===== src/rtl/bdrd_pkg.sv =====
// Package: shared types, codes and calendar helpers for the business-day return date block.
package bdrd_pkg;

	localparam int unsigned MAX_YEAR = 9999;

	typedef enum logic [1:0] {
		STATUS_OK       = 2'd0,
		STATUS_BAD_DATE = 2'd1,
		STATUS_OVERFLOW = 2'd2
	} status_t;

	typedef struct packed {
		logic [4:0]  start_day;
		logic [3:0]  start_month;
		logic [13:0] start_year;
		logic [11:0] working_days;
	} item_t;

	typedef struct packed {
		logic [4:0]  return_day;
		logic [3:0]  return_month;
		logic [13:0] return_year;
		logic [2:0]  return_weekday;
		status_t     status;
	} result_t;

	// Classified job handed from the front end to the day walker.
	typedef struct packed {
		logic [4:0]  day;
		logic [3:0]  month;
		logic [13:0] year;
		logic [11:0] left;
		logic [2:0]  wd;
		logic [1:0]  r4;
		logic [6:0]  r100;
		logic [8:0]  r400;
		logic        bad;
	} job_t;

	localparam logic [2:0] WD_SUN = 3'd0;
	localparam logic [2:0] WD_SAT = 3'd6;

	function automatic logic is_leap(input logic [1:0] r4, input logic [6:0] r100,
			input logic [8:0] r400);
		return ((r4 == 2'd0) && (r100 != 7'd0)) || (r400 == 9'd0);
	endfunction

	function automatic logic [4:0] days_in(input logic [3:0] m, input logic leap);
		logic [4:0] len;
		case (m)
			4'd2:                      len = leap ? 5'd29 : 5'd28;
			4'd4, 4'd6, 4'd9, 4'd11:   len = 5'd30;
			default:                   len = 5'd31;
		endcase
		return len;
	endfunction

endpackage


===== src/rtl/business_day_return_date.sv =====
// Top level: business-day return date calculator.
//
// Takes a Gregorian start date and a count of working days and returns the
// date on which the traveller is back at work, with its weekday (0 Sunday
// through 6 Saturday). A start on a weekend is first moved to the next
// Monday, then each weekday left behind uses up one working day, and a
// weekend reached at the end is skipped as well. Leap years follow the
// 4/100/400 rules. Status reads 1 for an invalid start date (month outside
// 1..12, year outside 1..9999, day 0 or past the month's end) and 2 when the
// walk would pass 31 December 9999; date and weekday fields are then zero.
// Both sides look like a queue: write an item with push while full is low,
// read a result while empty is low and take it with pop. The front end
// checks the date and derives the weekday in its divide, sum and modulo
// states and passes the job through a two-entry queue to the day walker,
// which advances one calendar day per cycle while it walks. The walker sets
// the sustained rate, while the front end keeps accepting and classifying
// the next items and a finished result waits in its own output register.
module business_day_return_date import bdrd_pkg::*; (
	input  logic    clk,
	input  logic    arst_n,
	input  item_t   item,
	input  logic    push,
	output logic    full,
	output result_t result,
	output logic    empty,
	input  logic    pop
);

	job_t fq_wr_job, fq_rd_job;
	logic fq_wr, fq_full, fq_valid, fq_rd;

	bdrd_front u_front (
		.clk      (clk),
		.arst_n   (arst_n),
		.item     (item),
		.push     (push),
		.full     (full),
		.job      (fq_wr_job),
		.job_push (fq_wr),
		.job_full (fq_full)
	);

	bdrd_queue u_queue (
		.clk    (clk),
		.arst_n (arst_n),
		.wr_job (fq_wr_job),
		.wr     (fq_wr),
		.full   (fq_full),
		.rd_job (fq_rd_job),
		.valid  (fq_valid),
		.rd     (fq_rd)
	);

	bdrd_back u_back (
		.clk       (clk),
		.arst_n    (arst_n),
		.job       (fq_rd_job),
		.job_valid (fq_valid),
		.job_take  (fq_rd),
		.result    (result),
		.empty     (empty),
		.pop       (pop)
	);

endmodule


===== src/rtl/bdrd_front.sv =====
// Front end: accept an item, check the date, work out its weekday and leap-year residues.
module bdrd_front import bdrd_pkg::*; (
	input  logic  clk,
	input  logic  arst_n,
	input  item_t item,
	input  logic  push,
	output logic  full,
	output job_t  job,
	output logic  job_push,
	input  logic  job_full
);

	typedef enum logic [1:0] {F_IDLE, F_DIV, F_SUM, F_MOD} fstate_t;

	fstate_t     state_q;
	item_t       in_q;
	logic [7:0]  q100_q;
	logic [14:0] s_q;
	logic [1:0]  r4_q;
	logic [6:0]  r100_q;
	logic [8:0]  r400_q;
	logic        bad_q;

	// floor(31*mm/12) indexed by the calendar month
	function automatic logic [4:0] month_term(input logic [3:0] m);
		logic [4:0] t;
		case (m)
			4'd1:    t = 5'd28;
			4'd2:    t = 5'd31;
			4'd3:    t = 5'd2;
			4'd4:    t = 5'd5;
			4'd5:    t = 5'd7;
			4'd6:    t = 5'd10;
			4'd7:    t = 5'd12;
			4'd8:    t = 5'd15;
			4'd9:    t = 5'd18;
			4'd10:   t = 5'd20;
			4'd11:   t = 5'd23;
			4'd12:   t = 5'd25;
			default: t = 5'd0;
		endcase
		return t;
	endfunction

	// year / 100 by reciprocal: 5243 / 2^19
	logic [26:0] div_prod;
	assign div_prod = 27'(in_q.start_year) * 27'd5243;

	// residues and weekday sum
	logic [13:0] r100_w14, r400_w14;
	logic [6:0]  r100_w;
	logic [8:0]  r400_w;
	logic [5:0]  q400_w;
	logic        leap_w, a_w, bad_w;
	logic [4:0]  dim_w;
	logic [13:0] yy_w;
	logic [11:0] yy4_w;
	logic [7:0]  yy100_w;
	logic [5:0]  yy400_w;
	logic [15:0] s_w;

	always_comb begin
		q400_w   = q100_q[7:2];
		r100_w14 = in_q.start_year - 14'(q100_q) * 14'd100;
		r400_w14 = in_q.start_year - 14'(q400_w) * 14'd400;
		r100_w   = r100_w14[6:0];
		r400_w   = r400_w14[8:0];
		leap_w   = is_leap(in_q.start_year[1:0], r100_w, r400_w);
		dim_w    = days_in(in_q.start_month, leap_w);
		bad_w    = (in_q.start_month == 4'd0) || (in_q.start_month > 4'd12) ||
		           (in_q.start_year == 14'd0) || (in_q.start_year > 14'(MAX_YEAR)) ||
		           (in_q.start_day == 5'd0) || (in_q.start_day > dim_w);
		a_w      = (in_q.start_month <= 4'd2);
		yy_w     = in_q.start_year - 14'(a_w);
		yy4_w    = in_q.start_year[13:2] -
		           12'(a_w && (in_q.start_year[1:0] == 2'd0));
		yy100_w  = q100_q - 8'(a_w && (r100_w == 7'd0));
		yy400_w  = q400_w - 6'(a_w && (r400_w == 9'd0));
		s_w      = 16'(in_q.start_day) + 16'(yy_w) + 16'(yy4_w) + 16'(yy400_w) +
		           16'(month_term(in_q.start_month)) - 16'(yy100_w);
	end

	// sum mod 7 by reciprocal: 149797 / 2^20
	logic [32:0] mod_prod;
	logic [12:0] q7_w;
	logic [14:0] wd_w15;
	assign mod_prod = 33'(s_q) * 33'd149797;
	assign q7_w     = mod_prod[32:20];
	assign wd_w15   = s_q - 15'(q7_w) * 15'd7;

	always_comb begin
		job.day   = in_q.start_day;
		job.month = in_q.start_month;
		job.year  = in_q.start_year;
		job.left  = in_q.working_days;
		job.wd    = wd_w15[2:0];
		job.r4    = r4_q;
		job.r100  = r100_q;
		job.r400  = r400_q;
		job.bad   = bad_q;
	end

	assign full     = (state_q != F_IDLE);
	assign job_push = (state_q == F_MOD) && !job_full;

	always_ff @(posedge clk or negedge arst_n) begin
		if (!arst_n) begin
			state_q <= F_IDLE;
		end else begin
			unique case (state_q)
				F_IDLE: begin
					if (push) state_q <= F_DIV;
				end
				F_DIV:  state_q <= F_SUM;
				F_SUM:  state_q <= F_MOD;
				F_MOD: begin
					if (!job_full) state_q <= F_IDLE;
				end
				default: state_q <= F_IDLE;
			endcase
		end
	end

	// payload registers
	always_ff @(posedge clk) begin
		if (state_q == F_IDLE && push) in_q <= item;
		if (state_q == F_DIV) q100_q <= div_prod[26:19];
		if (state_q == F_SUM) begin
			s_q    <= s_w[14:0];
			r4_q   <= in_q.start_year[1:0];
			r100_q <= r100_w;
			r400_q <= r400_w;
			bad_q  <= bad_w;
		end
	end

endmodule


===== src/rtl/bdrd_queue.sv =====
// Two-entry job queue between the front end and the day walker.
module bdrd_queue import bdrd_pkg::*; (
	input  logic clk,
	input  logic arst_n,
	input  job_t wr_job,
	input  logic wr,
	output logic full,
	output job_t rd_job,
	output logic valid,
	input  logic rd
);

	job_t       mem_q [2];
	logic       wr_ptr_q, rd_ptr_q;
	logic [1:0] count_q;

	assign full   = (count_q == 2'd2);
	assign valid  = (count_q != 2'd0);
	assign rd_job = mem_q[rd_ptr_q];

	always_ff @(posedge clk or negedge arst_n) begin
		if (!arst_n) begin
			wr_ptr_q <= 1'b0;
			rd_ptr_q <= 1'b0;
			count_q  <= 2'd0;
		end else begin
			if (wr && !full) wr_ptr_q <= !wr_ptr_q;
			if (rd && valid) rd_ptr_q <= !rd_ptr_q;
			case ({wr && !full, rd && valid})
				2'b10:   count_q <= count_q + 2'd1;
				2'b01:   count_q <= count_q - 2'd1;
				default: count_q <= count_q;
			endcase
		end
	end

	always_ff @(posedge clk) begin
		if (wr && !full) mem_q[wr_ptr_q] <= wr_job;
	end

endmodule


===== src/rtl/bdrd_back.sv =====
// Day walker: step the calendar one day per cycle and hold the finished result.
module bdrd_back import bdrd_pkg::*; (
	input  logic    clk,
	input  logic    arst_n,
	input  job_t    job,
	input  logic    job_valid,
	output logic    job_take,
	output result_t result,
	output logic    empty,
	input  logic    pop
);

	typedef enum logic [2:0] {B_IDLE, B_SKIP1, B_COUNT, B_SKIP2, B_DONE} bstate_t;

	bstate_t     state_q;
	logic [4:0]  d_q;
	logic [3:0]  m_q;
	logic [13:0] y_q;
	logic [11:0] left_q;
	logic [2:0]  wd_q;
	logic [1:0]  r4_q;
	logic [6:0]  r100_q;
	logic [8:0]  r400_q;
	result_t     res_q;
	result_t     out_q;
	logic        out_valid_q;

	logic       weekend, at_end, ovf, out_free;
	logic [4:0] dim;

	always_comb begin
		weekend  = (wd_q == WD_SUN) || (wd_q == WD_SAT);
		dim      = days_in(m_q, is_leap(r4_q, r100_q, r400_q));
		at_end   = (d_q >= dim);
		ovf      = at_end && (m_q == 4'd12) && (y_q >= 14'(MAX_YEAR));
		out_free = !out_valid_q || pop;
	end

	assign job_take = (state_q == B_IDLE) && job_valid;
	assign result   = out_q;
	assign empty    = !out_valid_q;

	always_ff @(posedge clk or negedge arst_n) begin
		if (!arst_n) begin
			state_q     <= B_IDLE;
			out_valid_q <= 1'b0;
		end else begin
			if (state_q == B_DONE && out_free) out_valid_q <= 1'b1;
			else if (pop && out_valid_q)        out_valid_q <= 1'b0;
			unique case (state_q)
				B_IDLE: begin
					if (job_valid) state_q <= job.bad ? B_DONE : B_SKIP1;
				end
				B_SKIP1: begin
					if (!weekend) state_q <= B_COUNT;
					else if (ovf) state_q <= B_DONE;
				end
				B_COUNT: begin
					if (left_q == 12'd0) state_q <= B_SKIP2;
					else if (ovf)        state_q <= B_DONE;
				end
				B_SKIP2: begin
					if (!weekend || ovf) state_q <= B_DONE;
				end
				B_DONE: begin
					if (out_free) state_q <= B_IDLE;
				end
				default: state_q <= B_IDLE;
			endcase
		end
	end

	logic do_step;
	always_comb begin
		case (state_q)
			B_SKIP1, B_SKIP2: do_step = weekend && !ovf;
			B_COUNT:          do_step = (left_q != 12'd0) && !ovf;
			default:          do_step = 1'b0;
		endcase
	end

	// payload registers
	always_ff @(posedge clk) begin
		if (state_q == B_IDLE && job_valid) begin
			d_q    <= job.day;
			m_q    <= job.month;
			y_q    <= job.year;
			left_q <= job.left;
			wd_q   <= job.wd;
			r4_q   <= job.r4;
			r100_q <= job.r100;
			r400_q <= job.r400;
			res_q  <= '{return_day: 5'd0, return_month: 4'd0, return_year: 14'd0,
			            return_weekday: 3'd0, status: STATUS_BAD_DATE};
		end
		if (do_step) begin
			if (at_end) begin
				d_q <= 5'd1;
				if (m_q == 4'd12) begin
					m_q    <= 4'd1;
					y_q    <= y_q + 14'd1;
					r4_q   <= r4_q + 2'd1;
					r100_q <= (r100_q == 7'd99)  ? 7'd0 : r100_q + 7'd1;
					r400_q <= (r400_q == 9'd399) ? 9'd0 : r400_q + 9'd1;
				end else begin
					m_q <= m_q + 4'd1;
				end
			end else begin
				d_q <= d_q + 5'd1;
			end
			wd_q <= (wd_q == WD_SAT) ? WD_SUN : wd_q + 3'd1;
			if (state_q == B_COUNT && !weekend) left_q <= left_q - 12'd1;
		end
		// overflow: the next step would pass the last day of the last year
		if ((state_q == B_SKIP1 && weekend && ovf) ||
		    (state_q == B_COUNT && left_q != 12'd0 && ovf) ||
		    (state_q == B_SKIP2 && weekend && ovf)) begin
			res_q <= '{return_day: 5'd0, return_month: 4'd0, return_year: 14'd0,
			           return_weekday: 3'd0, status: STATUS_OVERFLOW};
		end
		if (state_q == B_SKIP2 && !weekend) begin
			res_q <= '{return_day: d_q, return_month: m_q, return_year: y_q,
			           return_weekday: wd_q, status: STATUS_OK};
		end
		if (state_q == B_DONE && out_free) out_q <= res_q;
	end

endmodule


===== config.mk =====
export PLATFORM = sky130hd
export DESIGN_NAME = business_day_return_date
export DESIGN_NICKNAME = d
export VERILOG_FILES = /design/src/rtl/bdrd_pkg.sv /design/src/rtl/business_day_return_date.sv /design/src/rtl/bdrd_front.sv /design/src/rtl/bdrd_queue.sv /design/src/rtl/bdrd_back.sv
export SDC_FILE = /design/constraint.sdc
export NUM_CORES = 1
export LEC_CHECK = 0
export BUFFER_PORTS_ARGS = -buffer_cell sky130_fd_sc_hd__buf_2
export CORE_ASPECT_RATIO = 0.9
export CORE_MARGIN = 2
export CORE_UTILIZATION = 58
export CTS_CLUSTER_SIZE = 12
export DETAILED_ROUTE_END_ITERATION = 8
export PLACE_DENSITY = 0.8
export SLEW_MARGIN = 20
export SYNTH_ARGS = -nofsm -noshare
export SYNTH_HDL_FRONTEND = slang
export SYNTH_HIERARCHICAL = 1
export SYNTH_SLANG_ARGS = --single-unit

===== constraint.sdc =====
create_clock -name clk -period 6.45 [get_ports clk]
set_input_delay 1.935 -clock clk [delete_from_list [all_inputs] [get_ports clk]]
set_output_delay 1.935 -clock clk [all_outputs]
set_load 0.05 [all_outputs]

==> results.yml, run 1 <==
placed_design:
  io_buffers: 68
  place_hpwl_um: 32860
  gp_congestion: 0.9077
sta:
  setup_tns_ns: 0
  timing.final.crit_share_pct: 97.54
  layout_min_cycle_time_ns: 6.292
  drv_slew: 0
  setup_viol: 0
  slew_headroom_pct: 23.92
  fmaxAchievable_ghz: 0.1589
  finClkSkew_ns: 0.02785
  hold_viol: 0
  worst_slew_pin_slew_ns: 1.141
global_routing:
  grt_max_degree: 59
  grt_usage_pct: 23.88
  grt_pass1_wl_um: 71260
  grt-ovfl-total: 0
  antenna_found_initial: 0
  grt_pass1_vias: 13855
yosys:
  ys_seq_area_share_pct: 41.97
  synth_top_family_by_area: "adder cells"
  postSynthCellCount: 1771
  synth_edf_count: 249
  synthMuxAreaShare_pct: 4.069
  synth_compound_gate_area_share_pct: 8.518
  ys_seq_elements: 314
  syn_nets: 2205
  syn_avg_cell_area_um2: 11.88
  synthFlopType: "edfxtp_1"
  async_reset_ff_share_pct: 3.185
  yosys_warnings: 6
  synth-adder-area-share_pct: 28.06
  synth-xor-area-share_pct: 3.498
  syn-cell-area_mm2: 0.02104
  synthSimpleGateAreaFrac_pct: 7.768
  yosysUniqueCellTypes: 81
worst_setup_path:
  cp-start-kind: "flop"
  crit_fanout: 3
  cp-end-kind: "flop"
  timing.rr.start: "u_front/job[36]$_DFFE_PP_"
  cp-startpoint: "u_front/job[36]$_DFFE_PP_"
  arrival_ns: 6.55
  crit_type: "reg2reg"
  required_ns: 6.71
cts:
  cts.sinks: 314
  cts_root_buf: "clkbuf_16"
  htreeDepth: 2
  clk_latency_ns: 0.52
  cts_tree: "yes"
  cts.clk_slew.worst_paths_ns: 0.06
  cts_hold_buffers: 0
  numCtsBuffers: 34
  cts_max_path_buffers: 3
final_layout:
  drive_gt1_share_pct: 13.87
  area_growth_pct: 10.24
  regArea_mm2: 0.008830
  nets: 2304
  nFillCells: 2579
  antenna_cells: 0
  multiInputGateArea_mm2: 0.01106
die:
  core_area_mm2: 0.03592
  row_count: 66
  start_util_pct: 58.56
  ioPinCount: 69
  die_x_um: 204.7
  die_h_um: 184.7
  dieArea_mm2: 0.03781
detailed_routing:
  ant_nets: 0
  drt_iter0_drc: 943
  wirelength_um: 43730
  drcViolationCount: 0
  wire_per_inst_um: 18.44
  avgViaCountPerCell: 5.691
  first_pass_iters: 5
  dr_total_vias: 13500
worst_hold_path:
  hp-start: "u_back/res_q[7]$_DFFE_PP_"
  hp-class: "reg2reg"
outcome:
  run_status: "finished, final reports clean"
job:
  cap_violations: 0
==> sequential cells by signal, summed over array words and instances, names as in the netlist, 7 cells and up, named ones only <==
register        flops
u_front/s_q        15
u_back/r400_q       9
u_queue/mem_q     114
u_back/res_q       28
u_front/q100_q      8
u_back/y_q         14
u_back/r100_q       7
u_front/job        35
u_back/left_q      12
u_back/result      28
u_front/r400_q      7
==> per-layer routing <==
layer	share of wire [%]	wire length, um	GRT usage [%]	vias to the layer above
met5	0	0	0	-
met4	2.4	1028	6.203	0
met3	6.0	2644	3.748	78
met2	48	21200	40.64	432
met1	43	18860	31.97	6618
li1	-	-	-	6372
==> per-stage QoR <==
| step | setup slack, ns | hold WS, ns | area, um^2 | instances | utilization (%) |
|---|---|---|---|---|---|
| after floorplan | 0.07058 | 0.4003 | 21050 | 1771 | - |
| after global placement | 0.06140 | 0.4013 | 21950 | 2300 | 61.09 |
| after global routing | -0.08333 | 0.4284 | 23190 | 2372 | 64.55 |
| after detailed placement | -0.1632 | 0.4045 | 21970 | 2301 | 61.15 |
| final | 0.1585 | 0.4172 | 23190 | 2372 | 64.55 |
| after CTS | 0.03553 | 0.4177 | 23040 | 2364 | 64.15 |
==> path summary, 6_finish.rpt <==
path                                                 end  slack (ns)  cells past startpoint
min reg2reg                   u_back/result[7]$_DFFE_PP_        0.42                      0
max                            u_front/s_q[13]$_DFFE_PP_        0.16                     25
min                           u_back/result[7]$_DFFE_PP_        0.42                      0
min in group asynchronous  u_back/state_q[0]$_DFFE_PN0P_        1.29                      1
max in group asynchronous   u_queue/rd_ptr_q$_DFFE_PN0P_        4.93                      1
max reg2reg                    u_front/s_q[13]$_DFFE_PP_        0.16                     25
==> cells by family after synthesis <==
family	Yosys count
AOI/OAI and AO/OA	267
xor gates and xnor gates	84
adders and majority gates	395
buffers and inverters	320
DFF	314
muxes	69
and+or+nand+nor	322
==> cells in the mapped netlist (all sizes together), types with 17 or more instances <==
library cell  count  area share [%]
o21ai            60             1.4
xor2             17            0.71
xnor2            67             2.8
edfxtp          249              36
ha              267              16
and3             19            0.57
inv             281             5.0
buf              26            0.87
nand3            35            0.88
nand2            91             1.6
mux2             62             3.7
nand4            19            0.57
nor3             19            0.61
nor2             66             1.2
a21oi            75             1.8
fa              128              12
dfxtp            55             5.2
and2             24            0.73
==> timing repair <==
item,in CTS,in global routing
hold endpoints to repair,0,0
endpoints found under the setup margin,5,8
gates resized for setup,7,20
buffers inserted,1,8
pin swaps,9,25
==> cell usage in the layout, fill, tap and decap left out, types with 7 or more instances in the layout <==
cell and instances:
and2_1 23, fa_1 126, a21oi_1 71, xor2_1 16
buf_2 68, mux2_2 42, nand2_1 90, ha_1 262
nor2b_1 12, a221o_1 9, and3_1 17, a211oi_1 11
inv_1 277, clkbuf_1 19, o22ai_1 9, mux2_4 20
nand3_1 33, dfrtp_1 9, buf_4 33, nor2_1 62
or3_1 7, o21a_1 12, o21ai_0 54, a31oi_1 12
nor3_1 15, a21o_1 14, clkbuf_16 35, nand4_1 19
dfxtp_1 55, edfxtp_1 249, xnor2_1 65
==> critical path: stages (launching register included) <==
cell       delay, ns
edfxtp_1        0.41
inv_2           0.09
ha_2            0.17
inv_2           0.05
fa_2            0.38
a21o_1          0.19
a21oi_2         0.18
xnor2_2         0.11
or4_4           0.56
a2111oi_4       0.21
ha_2            0.29
nor4b_4         0.28
nor2_2          0.07
fa_1            0.48
fa_1            0.49
inv_1           0.05
fa_1            0.53
inv_1           0.05
ha_1            0.29
a21o_1          0.17
a21oi_2         0.18
nor2b_2         0.08
o41ai_2         0.26
o211ai_1        0.17
o211ai_1        0.24
xnor2_1         0.11
==> layout make-up <==
type,count,share of cell area [%]
clock buffers,54,4.085
inverters,281,4.549
repair buffers,102,2.601
multi-input cells,1137,47.71
clock inverters,8,0.4101
flip-flops and latches,314,38.08
well taps,476,2.568
Power of run 1 is not shown: default switching activity piles up to over one toggle a cycle in this logic, so the estimate is an artifact.
==> inputs of run 2 (changes only) <==
Settings changed: CTS_CLUSTER_DIAMETER set to 120, GPL_TIMING_DRIVEN set to 0, HOLD_SLACK_MARGIN set to 0.08.
==> run 2 against run 1 <==
Compared with the run above:
- the flow now finishes with violations (setup timing)
- via count increased by 1.4%
- final cell count increased by 0.89%
- wire length increased by 5.0%
- count of clock-buffer cells in the layout decreased by 1
- final area increased by 0.49%
==> results.yml, run 2 (synthesized netlist as in run 1, its figures left out) <==
worst_hold_path:
  hp-start: "u_back/res_q[4]$_DFFE_PP_"
  hp-class: "reg2reg"
  holdPathEnd: "u_back/result[4]$_DFFE_PP_"
  hold_depth: 0
detailed_routing:
  drcViolationCount: 0
  dr_total_vias: 13684
  wire_per_inst_um: 19.19
  ant_nets: 0
  avgViaCountPerCell: 5.718
  wirelength_um: 45920
  drt_iter0_drc: 970
  first_pass_iters: 5
cts:
  cts_max_path_buffers: 3
  numCtsBuffers: 30
  htreeDepth: 1
  clk_latency_ns: 0.57
  cts_tree: "yes"
  cts_root_buf: "clkbuf_16"
  cts.sinks: 314
  cts.clk_slew.worst_paths_ns: 0.07
worst_setup_path:
  crit_type: "reg2reg"
  required_ns: 6.77
  timing.rr.start: "u_front/job[36]$_DFFE_PP_"
  ff2ff_setup_slack_ns: -0.08
  worstRegToRegCells: 25
  timing.rr.end: "u_front/s_q[13]$_DFFE_PP_"
  arrival_ns: 6.84
  cp-end-kind: "flop"
  crit_fanout: 3
  cp-start-kind: "flop"
die:
  start_util_pct: 58.56
  ioPinCount: 69
  die_h_um: 184.7
  die_x_um: 204.7
  dieArea_mm2: 0.03781
  row_count: 66
  core_area_mm2: 0.03592
final_layout:
  nets: 2325
  drive_gt1_share_pct: 14.41
  final_cell_mix: "272 x inv_1, 257 x ha_1, 249 x edfxtp_1"
  final_core_util_pct: 64.87
  final_common_cell: "inv_1"
  area_growth_pct: 10.77
  top_register: "u_queue/mem_q"
  largest_reg_flops: 114
placed_design:
  io_buffers: 68
  gp_congestion: 0.9179
  place_hpwl_um: 34230
global_routing:
  grt_pass1_vias: 13867
  grt-ovfl-total: 0
  antenna_found_initial: 2
  grt_max_degree: 51
  grt_usage_pct: 24.63
  grt_pass1_wl_um: 72550
sta:
  fmaxAchievable_ghz: 0.1532
  rsz0062_at_grt: "yes"
  drv_slew: 0
  timing.final.crit_share_pct: 101.2
  setup_ws_ns: -0.07689
  worst_slew_pin_slew_ns: 1.040
  setup_viol: 2
  layout_min_cycle_time_ns: 6.527
  hold_viol: 0
  slew_headroom_pct: 30.52
  finClkSkew_ns: 0.01160
outcome:
  run_status: "finished, violations left"
  violations: "setup timing"
job:
  cap_violations: 0
run 2: how the worst max path moves through the flow:
stage                                    from                         to  slack [ns]  depth (start not counted)
CTS                 u_front/job[36]$_DFFE_PP_  u_front/s_q[14]$_DFFE_PP_      0.0009                         27
global placement    u_front/job[36]$_DFFE_PP_  u_front/s_q[13]$_DFFE_PP_       -0.65                         25
detailed placement  u_front/job[38]$_DFFE_PP_  u_front/s_q[14]$_DFFE_PP_       -0.72                         25
global route        u_front/job[36]$_DFFE_PP_  u_front/s_q[13]$_DFFE_PP_       -0.29                         25
finish              u_front/job[36]$_DFFE_PP_  u_front/s_q[13]$_DFFE_PP_       -0.08                         25
floorplan           u_front/job[36]$_DFFE_PP_  u_front/s_q[13]$_DFFE_PP_        0.07                         25
run 2: per-layer routing:
metal	GRT usage, %	vias up	wire [um]
li1	-	6403	-
met2	42.11	497	22510
met1	33.37	6703	19550
met4	6.667	0	1234
met3	2.847	81	2627
met5	0	-	0
run 2: layout make-up:
type | count | area [um^2]
antenna | 2 | 5.005
buffer | 39 | 231.5
clock buffer | 53 | 837.1
clock inverter | 3 | 43.79
fill | 2595 | 12620
inverter | 281 | 1061
multi-input combinational | 1137 | 11140
sequential | 314 | 8828
tap | 476 | 595.6
timing repair buffer | 88 | 559.3
run 2: through the flow:
stage	worst slack (ns)	hold WS (ns)	std cells	cell area [um^2]	setup TNS, ns
3_5_place_dp	-0.7230	0.4052	2319	22100	-4.081
4_1_cts	0.0008531	0.4141	2384	23130	0
5_1_grt	-0.2880	0.4216	2393	23300	-0.9126
6_report	-0.07689	0.4110	2393	23300	-0.1368
3_3_place_gp	-0.6532	0.4008	2315	21980	-3.512
2_1_floorplan	0.07058	0.4003	1771	21050	0
run 2: repair_timing:
item	4_1_cts	5_1_grt
setup endpoints to repair	9	8
pin swaps	20	34
setup buffers	9	7
hold endpoints to repair	0	0
hold buffers	0	0
resized for setup	16	27
run 2: worst max-delay path, cell delays in order (launching register included):
cell	delay, ns
edfxtp_1	0.51
inv_4	0.12
ha_4	0.13
inv_2	0.04
fa_2	0.35
a21o_1	0.17
a21oi_2	0.16
xnor2_2	0.10
or4_4	0.53
a2111oi_4	0.31
ha_2	0.28
nor4b_4	0.24
nor2_2	0.09
fa_1	0.53
fa_1	0.56
inv_2	0.05
fa_2	0.55
inv_2	0.05
ha_4	0.20
a21o_1	0.17
a21oi_2	0.20
nor2b_4	0.07
o41ai_4	0.37
o211ai_1	0.17
o211ai_1	0.23
xnor2_1	0.10
Power of run 2 is left out for the same reason.
==> inputs of run 3 (changes only) <==
Settings changed: MAX_ROUTING_LAYER set to met4, SETUP_SLACK_MARGIN set to 0.5.
==> run 3 against run 2 <==
Compared with the run above:
- the run now ends clean
- final area up 1.2%
- wire length is 0.53% higher
- die area unchanged
- worst hold slack improved by 0.0064 ns
- critical path depth down 1
- critical endpoint unchanged
- highest routed layer unchanged
==> results.yml, run 3 (synthesized netlist as in run 1, its figures left out) <==
detailed_routing:
  wirelength_um: 46160
  wire_per_inst_um: 19.15
  drcViolationCount: 0
  drt_iter0_drc: 940
  dr_total_vias: 13818
  ant_nets: 0
  first_pass_iters: 5
  avgViaCountPerCell: 5.734
cts:
  cts_root_buf: "clkbuf_16"
  clk_latency_ns: 0.59
  cts.clk_slew.worst_paths_ns: 0.07
  htreeDepth: 1
  cts_tree: "yes"
  cts_max_path_buffers: 3
  cts.sinks: 314
  numCtsBuffers: 30
  cts_hold_buffers: 0
worst_setup_path:
  timing.rr.end: "u_front/s_q[13]$_DFFE_PP_"
  crit_fanout: 3
  cp-start-kind: "flop"
  required_ns: 6.77
  cpPeakStageDelay_ns: 0.52
  cp-end-kind: "flop"
  ff2ff_setup_slack_ns: 0.07
  crit_type: "reg2reg"
  worstRegToRegCells: 24
  critical_path.endpoint: "u_front/s_q[13]$_DFFE_PP_"
  arrival_ns: 6.71
  timing.rr.start: "u_front/job[36]$_DFFE_PP_"
  crit_path_frequent_cell: "fa_1"
  cpMaxStageDelayCell: "or4_4"
  crit_chain: "inv_4 > ha_4 > inv_2 > fa_2 > a21o_1 > a21oi_2 > xnor2_2 > or4_4 > a2111oi_4 > ha_2 > nor4b_4 > buf_4 > nand2_1 > xnor2_2 > fa_1 > fa_1 > fa_1 > inv_2 > ha_4 > nor2b_2 > o41ai_2 > o211ai_1 > o211ai_1 > xnor2_1"
  cp-startpoint: "u_front/job[36]$_DFFE_PP_"
global_routing:
  grt-ovfl-total: 0
  antenna_found_initial: 0
  grt_pass1_wl_um: 72310
  grt_usage_pct: 25.27
  grt_pass1_vias: 13783
  grt_max_degree: 50
die:
  row_count: 66
  core_area_mm2: 0.03592
  start_util_pct: 58.56
  dieArea_mm2: 0.03781
  ioPinCount: 69
  die_h_um: 184.7
  die_x_um: 204.7
sta:
  hold_viol: 0
  fmaxAchievable_ghz: 0.1567
  setup_viol: 0
  fin_hold_ws_ns: 0.4174
  drv_slew: 0
  rsz0062_at_grt: "yes"
  finClkSkew_ns: 0.02210
  worst_slew_pin_slew_ns: 1.055
  layout_min_cycle_time_ns: 6.381
  setup_ws_ns: 0.06882
  slew_headroom_pct: 29.50
  timing.final.crit_share_pct: 98.93
placed_design:
  gp_congestion: 0.8979
  io_buffers: 68
  place_hpwl_um: 34620
  place_ws_ns: -0.3260
outcome:
  run_status: "finished, final reports clean"
final_layout:
  final_core_util_pct: 65.65
  final_cell_mix: "272 x inv_1, 249 x ha_1, 249 x edfxtp_1"
  drive_gt1_share_pct: 16.44
  final_common_cell: "inv_1"
  area_growth_pct: 12.12
  top_register: "u_queue/mem_q"
  antenna_cells: 0
  nets: 2344
  largest_reg_flops: 114
  nFillCells: 2623
worst_hold_path:
  hp-class: "reg2reg"
job:
  cap_violations: 0
-- run 3: cell types whose count changed in the layout (fill, tap and decap cells not counted), sizes merged --
cell,previous run,this run
buf,114,133
clkbuf,66,67
clkinv,3,1
clkinvlp,1,0
diode,2,0
inv,280,282
-- run 3: critical path: cells and delay by family, from the launching register on --
family | cells | cell delay (ns)
AO/OA/AOI/OAI | 6 | 1.39
buffers and inverters | 4 | 0.38
adder cells (fa/ha/maj) | 7 | 2.41
AND/OR/NAND/NOR | 4 | 1.00
flip-flops | 1 | 0.51
XOR/XNOR | 3 | 0.43
-- run 3: metrics by stage --
step | instance area, um^2 | TNS, ns | instances
6_report | 23580 | 0 | 2410
5_1_grt | 23580 | -0.2937 | 2410
4_1_cts | 23270 | 0 | 2392
3_5_place_dp | 22150 | -1.158 | 2319
3_3_place_gp | 22040 | -0.6421 | 2315
2_1_floorplan | 21100 | 0 | 1771
-- run 3: timing repair --
item	CTS	global route
endpoints found under the hold margin	0	0
buffers inserted	17	18
gates resized for setup	22	35
pin swaps	44	39
setup endpoints to repair	13	12
-- run 3: area by class of cell --
type                            instances  area, um^2  area share (%)
Inverter                              281        1060           4.494
Multi-Input combinational cell       1137       11290           47.88
Clock buffer                           54       840.8           3.565
Tap cell                              476       595.6           2.525
Clock inverter                          2       41.29          0.1751
Buffer                                 39       231.5          0.9815
Timing Repair Buffer                  107       694.4           2.944
Sequential cell                       314        8828           37.43
-- run 3: worst min-delay path by stage --
stage | from | endpoint | slack (ns) | cells past startpoint
2_1_floorplan | u_back/res_q[10]$_DFFE_PP_ | u_back/result[10]$_DFFE_PP_ | 0.40 | 0
3_3_place_gp | u_back/res_q[26]$_DFFE_PP_ | u_back/result[26]$_DFFE_PP_ | 0.40 | 0
3_5_place_dp | u_back/res_q[19]$_DFFE_PP_ | u_back/result[19]$_DFFE_PP_ | 0.40 | 0
4_1_cts | u_back/res_q[19]$_DFFE_PP_ | u_back/result[19]$_DFFE_PP_ | 0.42 | 0
5_1_grt | u_back/res_q[27]$_DFFE_PP_ | u_back/result[27]$_DFFE_PP_ | 0.42 | 0
6_report | u_back/res_q[19]$_DFFE_PP_ | u_back/result[19]$_DFFE_PP_ | 0.42 | 0
-- run 3: layer usage --
layer | wire length [um] | GRT usage [%] | vias to the layer above | share of wire (%)
met2 | 22270 | 40.69 | 453 | 48
met4 | 1672 | 8.667 | 0 | 3.6
met3 | 2496 | 3.713 | 102 | 5.4
li1 | - | - | 6453 | -
met1 | 19720 | 32.94 | 6810 | 43
met5 | 0 | - | - | 0
Power of run 3 is left out for the same reason.
